<file path="src/rtl/core/sdma_pkg.sv">
// Package for the strided chunk DMA channels: transaction structs, command and
// register select codes, and default sizes. No dependencies.
package sdma_pkg;

    localparam int NUM_CHANNELS_DEF = 3;
    localparam int ADDR_BITS_DEF    = 32;

    // Bus commands.
    localparam logic [1:0] CMD_WRITE = 2'd0;
    localparam logic [1:0] CMD_READ  = 2'd1;
    localparam logic [1:0] CMD_TICK  = 2'd2;

    // Register selects.
    localparam logic [3:0] SEL_CONTROL    = 4'd0;
    localparam logic [3:0] SEL_CHUNK      = 4'd1;
    localparam logic [3:0] SEL_SRC_STRIDE = 4'd2;
    localparam logic [3:0] SEL_DST_STRIDE = 4'd3;
    localparam logic [3:0] SEL_COUNT      = 4'd4;
    localparam logic [3:0] SEL_SRC_BASE   = 4'd5;
    localparam logic [3:0] SEL_DST_BASE   = 4'd6;
    localparam logic [3:0] SEL_FILL       = 4'd7;
    localparam logic [3:0] SEL_ENABLE     = 4'd8;

    localparam int          FILL_MODE_BIT = 10;
    localparam int          ENABLE_BIT    = 0;
    localparam logic [31:0] COUNT_DONE    = 32'hFFFF_FFFF;
    localparam logic [3:0]  IRQ_CH2       = 4'd12;
    localparam logic [3:0]  IRQ_BASE      = 4'd13;

    typedef struct packed {
        logic [1:0]  command;
        logic [1:0]  channel;
        logic [3:0]  reg_select;
        logic [31:0] write_mask;
        logic [31:0] write_value;
    } sdma_req_t;

    typedef struct packed {
        logic [31:0] read_data;
        logic        xfer_valid;
        logic [31:0] src_address;
        logic [31:0] dst_address;
        logic        use_fill;
        logic [7:0]  fill_byte;
        logic        irq_valid;
        logic [3:0]  irq_number;
        logic        busy_res;
    } sdma_rsp_t;

endpackage

</file>
<file path="src/rtl/core/sdma_core.sv">
// Channel register file and per-transaction step logic of the DMA address
// generator. Depends on sdma_pkg.
module sdma_core #(
    parameter int NUM_CHANNELS = sdma_pkg::NUM_CHANNELS_DEF,
    parameter int ADDR_BITS    = sdma_pkg::ADDR_BITS_DEF
) (
    input  logic                clk,
    input  logic                rst_n,
    input  logic                step,
    input  sdma_pkg::sdma_req_t req,
    output sdma_pkg::sdma_rsp_t rsp
);
    import sdma_pkg::*;

    localparam int CH_BITS = (NUM_CHANNELS > 1) ? $clog2(NUM_CHANNELS) : 1;

    // Only bit 10 of control and the low byte of fill are ever observed, and
    // addresses are only seen below ADDR_BITS, so those are stored narrow.
    logic                 fill_mode_reg  [NUM_CHANNELS];
    logic [31:0]          chunk_reg      [NUM_CHANNELS];
    logic [ADDR_BITS-1:0] src_stride_reg [NUM_CHANNELS];
    logic [ADDR_BITS-1:0] dst_stride_reg [NUM_CHANNELS];
    logic [31:0]          count_reg      [NUM_CHANNELS];
    logic [ADDR_BITS-1:0] src_base_reg   [NUM_CHANNELS];
    logic [ADDR_BITS-1:0] dst_base_reg   [NUM_CHANNELS];
    logic [7:0]           fill_reg       [NUM_CHANNELS];
    logic [31:0]          offset_reg;
    logic                 active_reg;
    logic [CH_BITS-1:0]   active_ch_reg;

    logic                 fill_mode_next;
    logic [31:0]          chunk_next;
    logic [ADDR_BITS-1:0] src_stride_next;
    logic [ADDR_BITS-1:0] dst_stride_next;
    logic [31:0]          count_next;
    logic [ADDR_BITS-1:0] src_base_next;
    logic [ADDR_BITS-1:0] dst_base_next;
    logic [7:0]           fill_next;
    logic [31:0]          offset_next;
    logic                 active_next;
    logic [CH_BITS-1:0]   active_ch_next;

    logic                 is_tick;
    logic                 ch_ok;
    logic [CH_BITS-1:0]   idx;
    logic                 upd;
    logic                 wrap;
    logic [ADDR_BITS-1:0] src_sum;
    logic [ADDR_BITS-1:0] dst_sum;
    logic [ADDR_BITS-1:0] wm;
    logic [ADDR_BITS-1:0] wv;
    logic [3:0]           irq_line;

    // A tick works on the running channel, every other command on the
    // addressed one, so each channel register has a single access point.
    assign is_tick = (req.command == CMD_TICK);
    assign ch_ok   = (int'(req.channel) < NUM_CHANNELS);
    assign idx     = is_tick ? active_ch_reg : CH_BITS'(req.channel);
    assign wm      = req.write_mask[ADDR_BITS-1:0];
    assign wv      = req.write_value[ADDR_BITS-1:0];

    // On a chunk boundary the offset equals the chunk register, so the address is base plus stride.
    assign wrap    = (offset_reg == chunk_reg[idx]);
    assign src_sum = src_base_reg[idx] + (wrap ? src_stride_reg[idx]
                                               : offset_reg[ADDR_BITS-1:0]);
    assign dst_sum = dst_base_reg[idx] + (wrap ? dst_stride_reg[idx]
                                               : offset_reg[ADDR_BITS-1:0]);
    assign irq_line = (int'(idx) == 2) ? IRQ_CH2 : 4'(IRQ_BASE + 4'(idx));

    always_comb
    begin
        fill_mode_next  = fill_mode_reg[idx];
        chunk_next      = chunk_reg[idx];
        src_stride_next = src_stride_reg[idx];
        dst_stride_next = dst_stride_reg[idx];
        count_next      = count_reg[idx];
        src_base_next   = src_base_reg[idx];
        dst_base_next   = dst_base_reg[idx];
        fill_next       = fill_reg[idx];
        offset_next     = offset_reg;
        active_next     = active_reg;
        active_ch_next  = active_ch_reg;
        upd             = 1'b0;
        rsp             = '0;

        unique case (req.command)
            CMD_WRITE:
            begin
                if (ch_ok)
                begin
                    case (req.reg_select)
                        SEL_CONTROL:
                        begin
                            upd = 1'b1;
                            if (req.write_mask[FILL_MODE_BIT])
                                fill_mode_next = req.write_value[FILL_MODE_BIT];
                        end
                        SEL_CHUNK:
                        begin
                            upd = 1'b1;
                            chunk_next = (chunk_reg[idx] & ~req.write_mask)
                                       | (req.write_value & req.write_mask);
                        end
                        SEL_SRC_STRIDE:
                        begin
                            upd = 1'b1;
                            src_stride_next = (src_stride_reg[idx] & ~wm) | (wv & wm);
                        end
                        SEL_DST_STRIDE:
                        begin
                            upd = 1'b1;
                            dst_stride_next = (dst_stride_reg[idx] & ~wm) | (wv & wm);
                        end
                        SEL_COUNT:
                        begin
                            upd = 1'b1;
                            count_next = (count_reg[idx] & ~req.write_mask)
                                       | (req.write_value & req.write_mask);
                        end
                        SEL_SRC_BASE:
                        begin
                            upd = 1'b1;
                            src_base_next = (src_base_reg[idx] & ~wm) | (wv & wm);
                        end
                        SEL_DST_BASE:
                        begin
                            upd = 1'b1;
                            dst_base_next = (dst_base_reg[idx] & ~wm) | (wv & wm);
                        end
                        SEL_FILL:
                        begin
                            upd = 1'b1;
                            fill_next = (fill_reg[idx] & ~req.write_mask[7:0])
                                      | (req.write_value[7:0] & req.write_mask[7:0]);
                        end
                        SEL_ENABLE:
                        begin
                            if (req.write_mask[ENABLE_BIT] && req.write_value[ENABLE_BIT]
                                && !active_reg)
                            begin
                                active_next    = 1'b1;
                                active_ch_next = idx;
                                offset_next    = '0;
                            end
                        end
                        default: ;
                    endcase
                end
            end
            CMD_READ:
            begin
                if (ch_ok)
                    rsp.read_data = count_reg[idx];
            end
            CMD_TICK:
            begin
                if (active_reg)
                begin
                    if (count_reg[idx] == COUNT_DONE)
                    begin
                        rsp.irq_valid  = 1'b1;
                        rsp.irq_number = irq_line;
                        active_next    = 1'b0;
                    end
                    else
                    begin
                        upd             = 1'b1;
                        rsp.xfer_valid  = 1'b1;
                        rsp.src_address = 32'(src_sum);
                        rsp.dst_address = 32'(dst_sum);
                        rsp.use_fill    = fill_mode_reg[idx];
                        rsp.fill_byte   = fill_mode_reg[idx] ? fill_reg[idx] : 8'd0;
                        if (wrap)
                        begin
                            src_base_next = src_sum;
                            dst_base_next = dst_sum;
                            offset_next   = 32'd1;
                        end
                        else
                        begin
                            offset_next = offset_reg + 32'd1;
                        end
                        count_next = count_reg[idx] - 32'd1;
                        // The decrement that wraps to all-ones is the last transfer.
                        if (count_reg[idx] == '0)
                        begin
                            rsp.irq_valid  = 1'b1;
                            rsp.irq_number = irq_line;
                            active_next    = 1'b0;
                        end
                    end
                end
            end
            default: ;
        endcase

        rsp.busy_res = active_next;
    end

    always_ff @(posedge clk or negedge rst_n)
    begin
        if (!rst_n)
        begin
            for (int i = 0; i < NUM_CHANNELS; i++)
            begin
                fill_mode_reg[i]  <= 1'b0;
                chunk_reg[i]      <= '0;
                src_stride_reg[i] <= '0;
                dst_stride_reg[i] <= '0;
                count_reg[i]      <= '0;
                src_base_reg[i]   <= '0;
                dst_base_reg[i]   <= '0;
                fill_reg[i]       <= '0;
            end
            offset_reg    <= '0;
            active_reg    <= 1'b0;
            active_ch_reg <= '0;
        end
        else if (step)
        begin
            if (upd)
            begin
                fill_mode_reg[idx]  <= fill_mode_next;
                chunk_reg[idx]      <= chunk_next;
                src_stride_reg[idx] <= src_stride_next;
                dst_stride_reg[idx] <= dst_stride_next;
                count_reg[idx]      <= count_next;
                src_base_reg[idx]   <= src_base_next;
                dst_base_reg[idx]   <= dst_base_next;
                fill_reg[idx]       <= fill_next;
            end
            offset_reg    <= offset_next;
            active_reg    <= active_next;
            active_ch_reg <= active_ch_next;
        end
    end

    a_active_ch_range: assert property (@(posedge clk) disable iff (!rst_n)
        active_reg |-> (int'(active_ch_reg) < NUM_CHANNELS))
        else $error("running channel index out of range");

    a_irq_goes_idle: assert property (@(posedge clk) disable iff (!rst_n)
        (step && rsp.irq_valid) |=> !active_reg)
        else $error("channel still running after its interrupt");

    a_xfer_needs_active: assert property (@(posedge clk) disable iff (!rst_n)
        (step && rsp.xfer_valid) |-> active_reg)
        else $error("transfer emitted with no running channel");

endmodule

</file>
<file path="src/rtl/core/sdma_out_buf.sv">
// Two-entry result buffer (output register plus skid register) that lets the
// step logic accept a transaction while a result waits. Depends on sdma_pkg.
module sdma_out_buf (
    input  logic                clk,
    input  logic                rst_n,
    input  logic                push_valid,
    output logic                push_ready,
    input  sdma_pkg::sdma_rsp_t push_data,
    output logic                pop_valid,
    input  logic                pop_ready,
    output sdma_pkg::sdma_rsp_t pop_data
);
    import sdma_pkg::*;

    logic      out_valid_reg;
    logic      out_valid_next;
    sdma_rsp_t out_data_reg;
    sdma_rsp_t out_data_next;
    logic      skid_valid_reg;
    logic      skid_valid_next;
    sdma_rsp_t skid_data_reg;
    sdma_rsp_t skid_data_next;
    logic      push;
    logic      pop;

    assign push_ready = !skid_valid_reg;
    assign push       = push_valid && push_ready;
    assign pop        = out_valid_reg && pop_ready;
    assign pop_valid  = out_valid_reg;
    assign pop_data   = out_data_reg;

    always_comb
    begin
        out_valid_next  = out_valid_reg;
        out_data_next   = out_data_reg;
        skid_valid_next = skid_valid_reg;
        skid_data_next  = skid_data_reg;
        if (!out_valid_reg || pop)
        begin
            if (skid_valid_reg)
            begin
                out_data_next   = skid_data_reg;
                out_valid_next  = 1'b1;
                skid_valid_next = 1'b0;
            end
            else
            begin
                out_data_next  = push_data;
                out_valid_next = push;
            end
        end
        else if (push)
        begin
            skid_data_next  = push_data;
            skid_valid_next = 1'b1;
        end
    end

    always_ff @(posedge clk or negedge rst_n)
    begin
        if (!rst_n)
        begin
            out_valid_reg  <= 1'b0;
            skid_valid_reg <= 1'b0;
        end
        else
        begin
            out_valid_reg  <= out_valid_next;
            skid_valid_reg <= skid_valid_next;
        end
    end

    always_ff @(posedge clk)
    begin
        out_data_reg  <= out_data_next;
        skid_data_reg <= skid_data_next;
    end

    a_skid_behind_out: assert property (@(posedge clk) disable iff (!rst_n)
        skid_valid_reg |-> out_valid_reg)
        else $error("skid entry held while output register is empty");

    a_skid_drains: assert property (@(posedge clk) disable iff (!rst_n)
        (skid_valid_reg && pop_ready) |=> (out_valid_reg && !skid_valid_reg))
        else $error("skid entry not moved forward after a pop");

endmodule

</file>
<file path="src/rtl/core/strided_chunk_dma_channels.sv">
// Top level of the strided chunk DMA channels: step logic and result buffer.
// Depends on sdma_pkg, sdma_core and sdma_out_buf.
//
//   Channel   Handshake             Payload      Direction
//   req       req_valid/req_ready   sdma_req_t   in: write, read count, tick
//   rsp       rsp_valid/rsp_ready   sdma_rsp_t   out: one result per request
//
// Register update, address add and chunk compare are done combinationally
// between the channel registers and the result register.
// The result of each accepted request is registered in the result buffer.
// Requests are taken every cycle; a stalled result parks in a skid entry, and
// req_ready drops only while both result entries are full.
// Reset clears all channel registers and leaves every channel idle.
module strided_chunk_dma_channels #(
    parameter int NUM_CHANNELS = sdma_pkg::NUM_CHANNELS_DEF,
    parameter int ADDR_BITS    = sdma_pkg::ADDR_BITS_DEF
) (
    input  logic                clk,
    input  logic                rst_n,
    input  logic                req_valid,
    output logic                req_ready,
    input  sdma_pkg::sdma_req_t req,
    output logic                rsp_valid,
    input  logic                rsp_ready,
    output sdma_pkg::sdma_rsp_t rsp
);
    import sdma_pkg::*;

    sdma_rsp_t step_rsp;
    logic      step;

    assign step = req_valid && req_ready;

    sdma_core #(
        .NUM_CHANNELS(NUM_CHANNELS),
        .ADDR_BITS   (ADDR_BITS)
    ) u_core (
        .clk  (clk),
        .rst_n(rst_n),
        .step (step),
        .req  (req),
        .rsp  (step_rsp)
    );

    sdma_out_buf u_out_buf (
        .clk       (clk),
        .rst_n     (rst_n),
        .push_valid(req_valid),
        .push_ready(req_ready),
        .push_data (step_rsp),
        .pop_valid (rsp_valid),
        .pop_ready (rsp_ready),
        .pop_data  (rsp)
    );

endmodule
</file>
<file path="config.mk">
export PLATFORM = sky130hd
export DESIGN_NAME = strided_chunk_dma_channels
export DESIGN_NICKNAME = d
export VERILOG_FILES = /design/src/rtl/core/sdma_pkg.sv /design/src/rtl/core/sdma_core.sv /design/src/rtl/core/sdma_out_buf.sv /design/src/rtl/core/strided_chunk_dma_channels.sv
export SDC_FILE = /design/constraint.sdc
export NUM_CORES = 2
export LEC_CHECK = 0
export ABC_AREA = 0
export BUFFER_PORTS_ARGS = -buffer_cell sky130_fd_sc_hd__buf_2
export CORE_ASPECT_RATIO = 1.1
export CORE_MARGIN = 3
export CORE_UTILIZATION = 25
export CTS_BUF_LIST = sky130_fd_sc_hd__clkbuf_2 sky130_fd_sc_hd__clkbuf_4 sky130_fd_sc_hd__clkbuf_8
export CTS_CLUSTER_SIZE = 10
export DETAILED_ROUTE_END_ITERATION = 12
export PLACE_DENSITY_LB_ADDON = 0.12
export SYNTH_ARGS = -nofsm -noshare
export SYNTH_HDL_FRONTEND = slang
export SYNTH_HIERARCHICAL = 1
export SYNTH_SLANG_ARGS = --single-unit
</file>
<file path="constraint.sdc">
create_clock -name clk -period 12.9 [get_ports clk]
set_input_delay 1.935 -clock clk [delete_from_list [all_inputs] [get_ports clk]]
set_output_delay 1.935 -clock clk [all_outputs]
set_load 0.02 [all_outputs]
</file>
==> results.ini <==
[placed_design]
dp_hpwl_um = 152000
portBuffers = 189
pre_cts_ws_ns = 2.43
postPlaceCellArea_um2 = 52000
dpl.cell_count = 7687
gp_congestion = 0.923

[cells_and_area]
final_cell_area_um2 = 55800
syn_to_final_growth_pct = 15.1
multi_input_area_um2 = 24000
ff_latch_area_um2 = 22700
nets = 5461
fillers = 20400
layout-drive-gt1-share = 0.175
final_core_util = 0.291
final-instance-count-excl-fill = 8002

[worst_setup_path]
arrival_ns = 10.28
crit_slowest_cell = nor2b_4
rr_worst_depth = 24
crit_path_start_kind = primary input
timing.rr.end = u_out_buf/pop_data[46]$_DFFE_PP_
cp_common_cell = buf_4
endpoint_kind = flop
cp-startpoint = req[71]
worstSetupPathType = primary input to flop
path_max_fanout = 103
required_ns = 13.60
max_stage_delay_ns = 0.70
rrSetupSlack_ns = 4.41
timing.rr.start = u_core/active_ch_reg[1]$_DFFE_PN0P_

[sta]
rsz0062_at_grt = false
setup_violations = 0
slew_headroom = 0.207
post-route-period-util = 0.743
hold_ws_ns = 0.470
layout_setup_ws_ns = 3.32
tightest_slew_ns = 1.19
clock_skew_ns = 0.0568
setup_tns_ns = 0
slew_viol_final = 0
fmax_mhz = 104
period_minus_slack_ns = 9.58
hold_violations = 0

[routing]
drc = 0
num_vias = 41000
drtIter0Drc = 3414
drt-total-wl_um = 220000
drt-pass1-iter-count = 5
via_per_inst = 5.13
wl_per_cell_um = 27.5
ant_nets = 0

[yosys]
synth_warnings = 6
avgSynthCellArea_um2 = 9.34
synthCells = 5193
synthTopCellsByArea = dfrtp_1 (33%), edfxtp_1 (14%), nand2_1 (9.3%), mux2i_1 (6.0%), o21ai_0 (5.7%)
ys_ff_latch = 864
ys_seq_area_frac = 0.469
synth-edff-count = 224
yosysTopAreaCell = dfrtp_1
ys.flop_type = dfrtp_1
async_flop_share = 0.741
synth.top_cell.area_share = 0.330
syn_nets = 5348
synth_cell_types = 88
netlist_area_um2 = 48500
synth.most_common_cell = nand2_1
synth_common_cells = nand2_1 (1201), dfrtp_1 (640), o21ai_0 (551)

[pwr]
internal-power_mw = 4.87
p_seq_frac = 0.436
combPwrFrac = 0.103
cellLeakagePower_nw = 24.2
total_power_mw = 6.73
p_sw_mw = 1.87
p_clk_frac = 0.460
ir_drop_mv = 0.0769
power_density_nw_per_um2 = 121
switching_share = 0.278

[die]
initial_core_util = 0.253
pin_count = 190
die_w_um = 426
die_h_um = 468
rows = 168
core_area_um2 = 192000
dieArea_um2 = 199000

[global_routing]
grt_pass1_vias = 40200
grt_pass1_wl_um = 312000
track_usage = 0.217
grt_overflow_total = 0
grt_max_degree = 206
antenna_found_initial = 16

[run_status]
outcome = finished, final reports clean

[clocking]
clock_sinks = 864
cts_hold_buf = 0
cts.htree.levels = 4
root_buffer = clkbuf_8
cts_tree = yes
cts_buffers = 167
clockBufferDepth = 3
cts_setup_buffers = 0
clkLatencyLatePin_ns = 0.95
cts_resized = 0
path_clk_slew_ns = 0.06

[min_path]
hp-class = flop to flop
min_to = u_core/chunk_reg[43]$_DFFE_PN0P_
min_from = u_core/chunk_reg[43]$_DFFE_PN0P_
hold_depth = 2

[job]
maxCapViolations = 0

==> cells by family (layout without fill, tap and decap cells) <==
| group | after synthesis | after routing | synth area share |
|---|---|---|---|
| multiplexers | 556 | 556 | 0.125 |
| AND/OR/NAND/NOR | 1944 | 1944 | 0.174 |
| AO/OA/AOI/OAI | 1263 | 1263 | 0.156 |
| XOR/XNOR | 75 | 75 | 0.0138 |
| buffers and inverters | 412 | 664 | 0.0409 |
| flip-flops | 864 | 864 | 0.469 |
| other | 0 | 7 | 0 |
| adder cells (fa/ha/maj) | 79 | 79 | 0.0207 |
==> cell usage in the layout, fill, tap and decap left out, types with 20 or more instances in the layout <==
cell / n
dfrtp_1: 638
nand2_1: 1200
and2_1: 42
nand2b_1: 54
nor3_1: 88
clkbuf_8: 206
o211a_1: 25
mux2i_1: 289
a21o_1: 32
nand3_1: 106
clkbuf_4: 69
buf_4: 100
nor2_1: 225
a21oi_1: 209
mux2_4: 47
o21ai_0: 550
o21ai_1: 70
and3_1: 53
nand4_1: 50
buf_2: 187
a211oi_1: 21
inv_1: 55
edfxtp_1: 224
nor2b_1: 20
or2_2: 24
o21a_1: 23
xor2_1: 35
o31ai_1: 24
ha_1: 77
a221oi_1: 24
xnor2_1: 39
a31oi_1: 117
mux2_2: 217
==> area by class of cell <==
cell class              count  share of cell area
clock buffers             275              0.0601
multi-input cells        3917               0.429
flip-flops and latches    864               0.408
diodes                      7            0.000314
repair buffers            300              0.0346
well taps                2550              0.0572
inverters                  56             0.00377
clock inverters            33             0.00717
==> layer usage <==
metal / vias to the layer above / GRT usage / part of all wire
met2: 1369 / 0.332 / 0.44
met3: 343 / 0.0335 / 0.054
li1: 18700 / - / -
met5: - / 0 / 0.00016
met1: 20600 / 0.302 / 0.46
met4: 6 / 0.0944 / 0.046
==> power by group through the flow <==
stage	Combinational, mW	Clock [mW]	Sequential [mW]
global route	0.733	3.34	2.95
finish	0.695	3.10	2.94
floorplan	0.315	0	3.02
global placement	0.696	0	2.99
CTS	0.698	3.22	2.94
detailed placement	0.696	0	2.99
==> worst max path at each step <==
stage | end | depth (start not counted)
final | u_out_buf/pop_data[46]$_DFFE_PP_ | 26
after CTS | u_out_buf/pop_data[46]$_DFFE_PP_ | 25
after global placement | u_out_buf/pop_data[72]$_DFFE_PP_ | 25
after global routing | u_out_buf/pop_data[46]$_DFFE_PP_ | 26
after detailed placement | u_out_buf/pop_data[46]$_DFFE_PP_ | 25
after floorplan | u_out_buf/skid_data_reg[0]$_DFFE_PP_ | 2
==> critical path: cells and delay by family <==
kind	cells	cell delay [ns]
AO/OA/AOI/OAI	11	3.42
XOR/XNOR	2	0.35
adder cells (fa/ha/maj)	1	0.21
buffers and inverters	5	1.56
multiplexers	1	0.29
AND/OR/NAND/NOR	6	2.33
(Power assumes the default switching activity.)
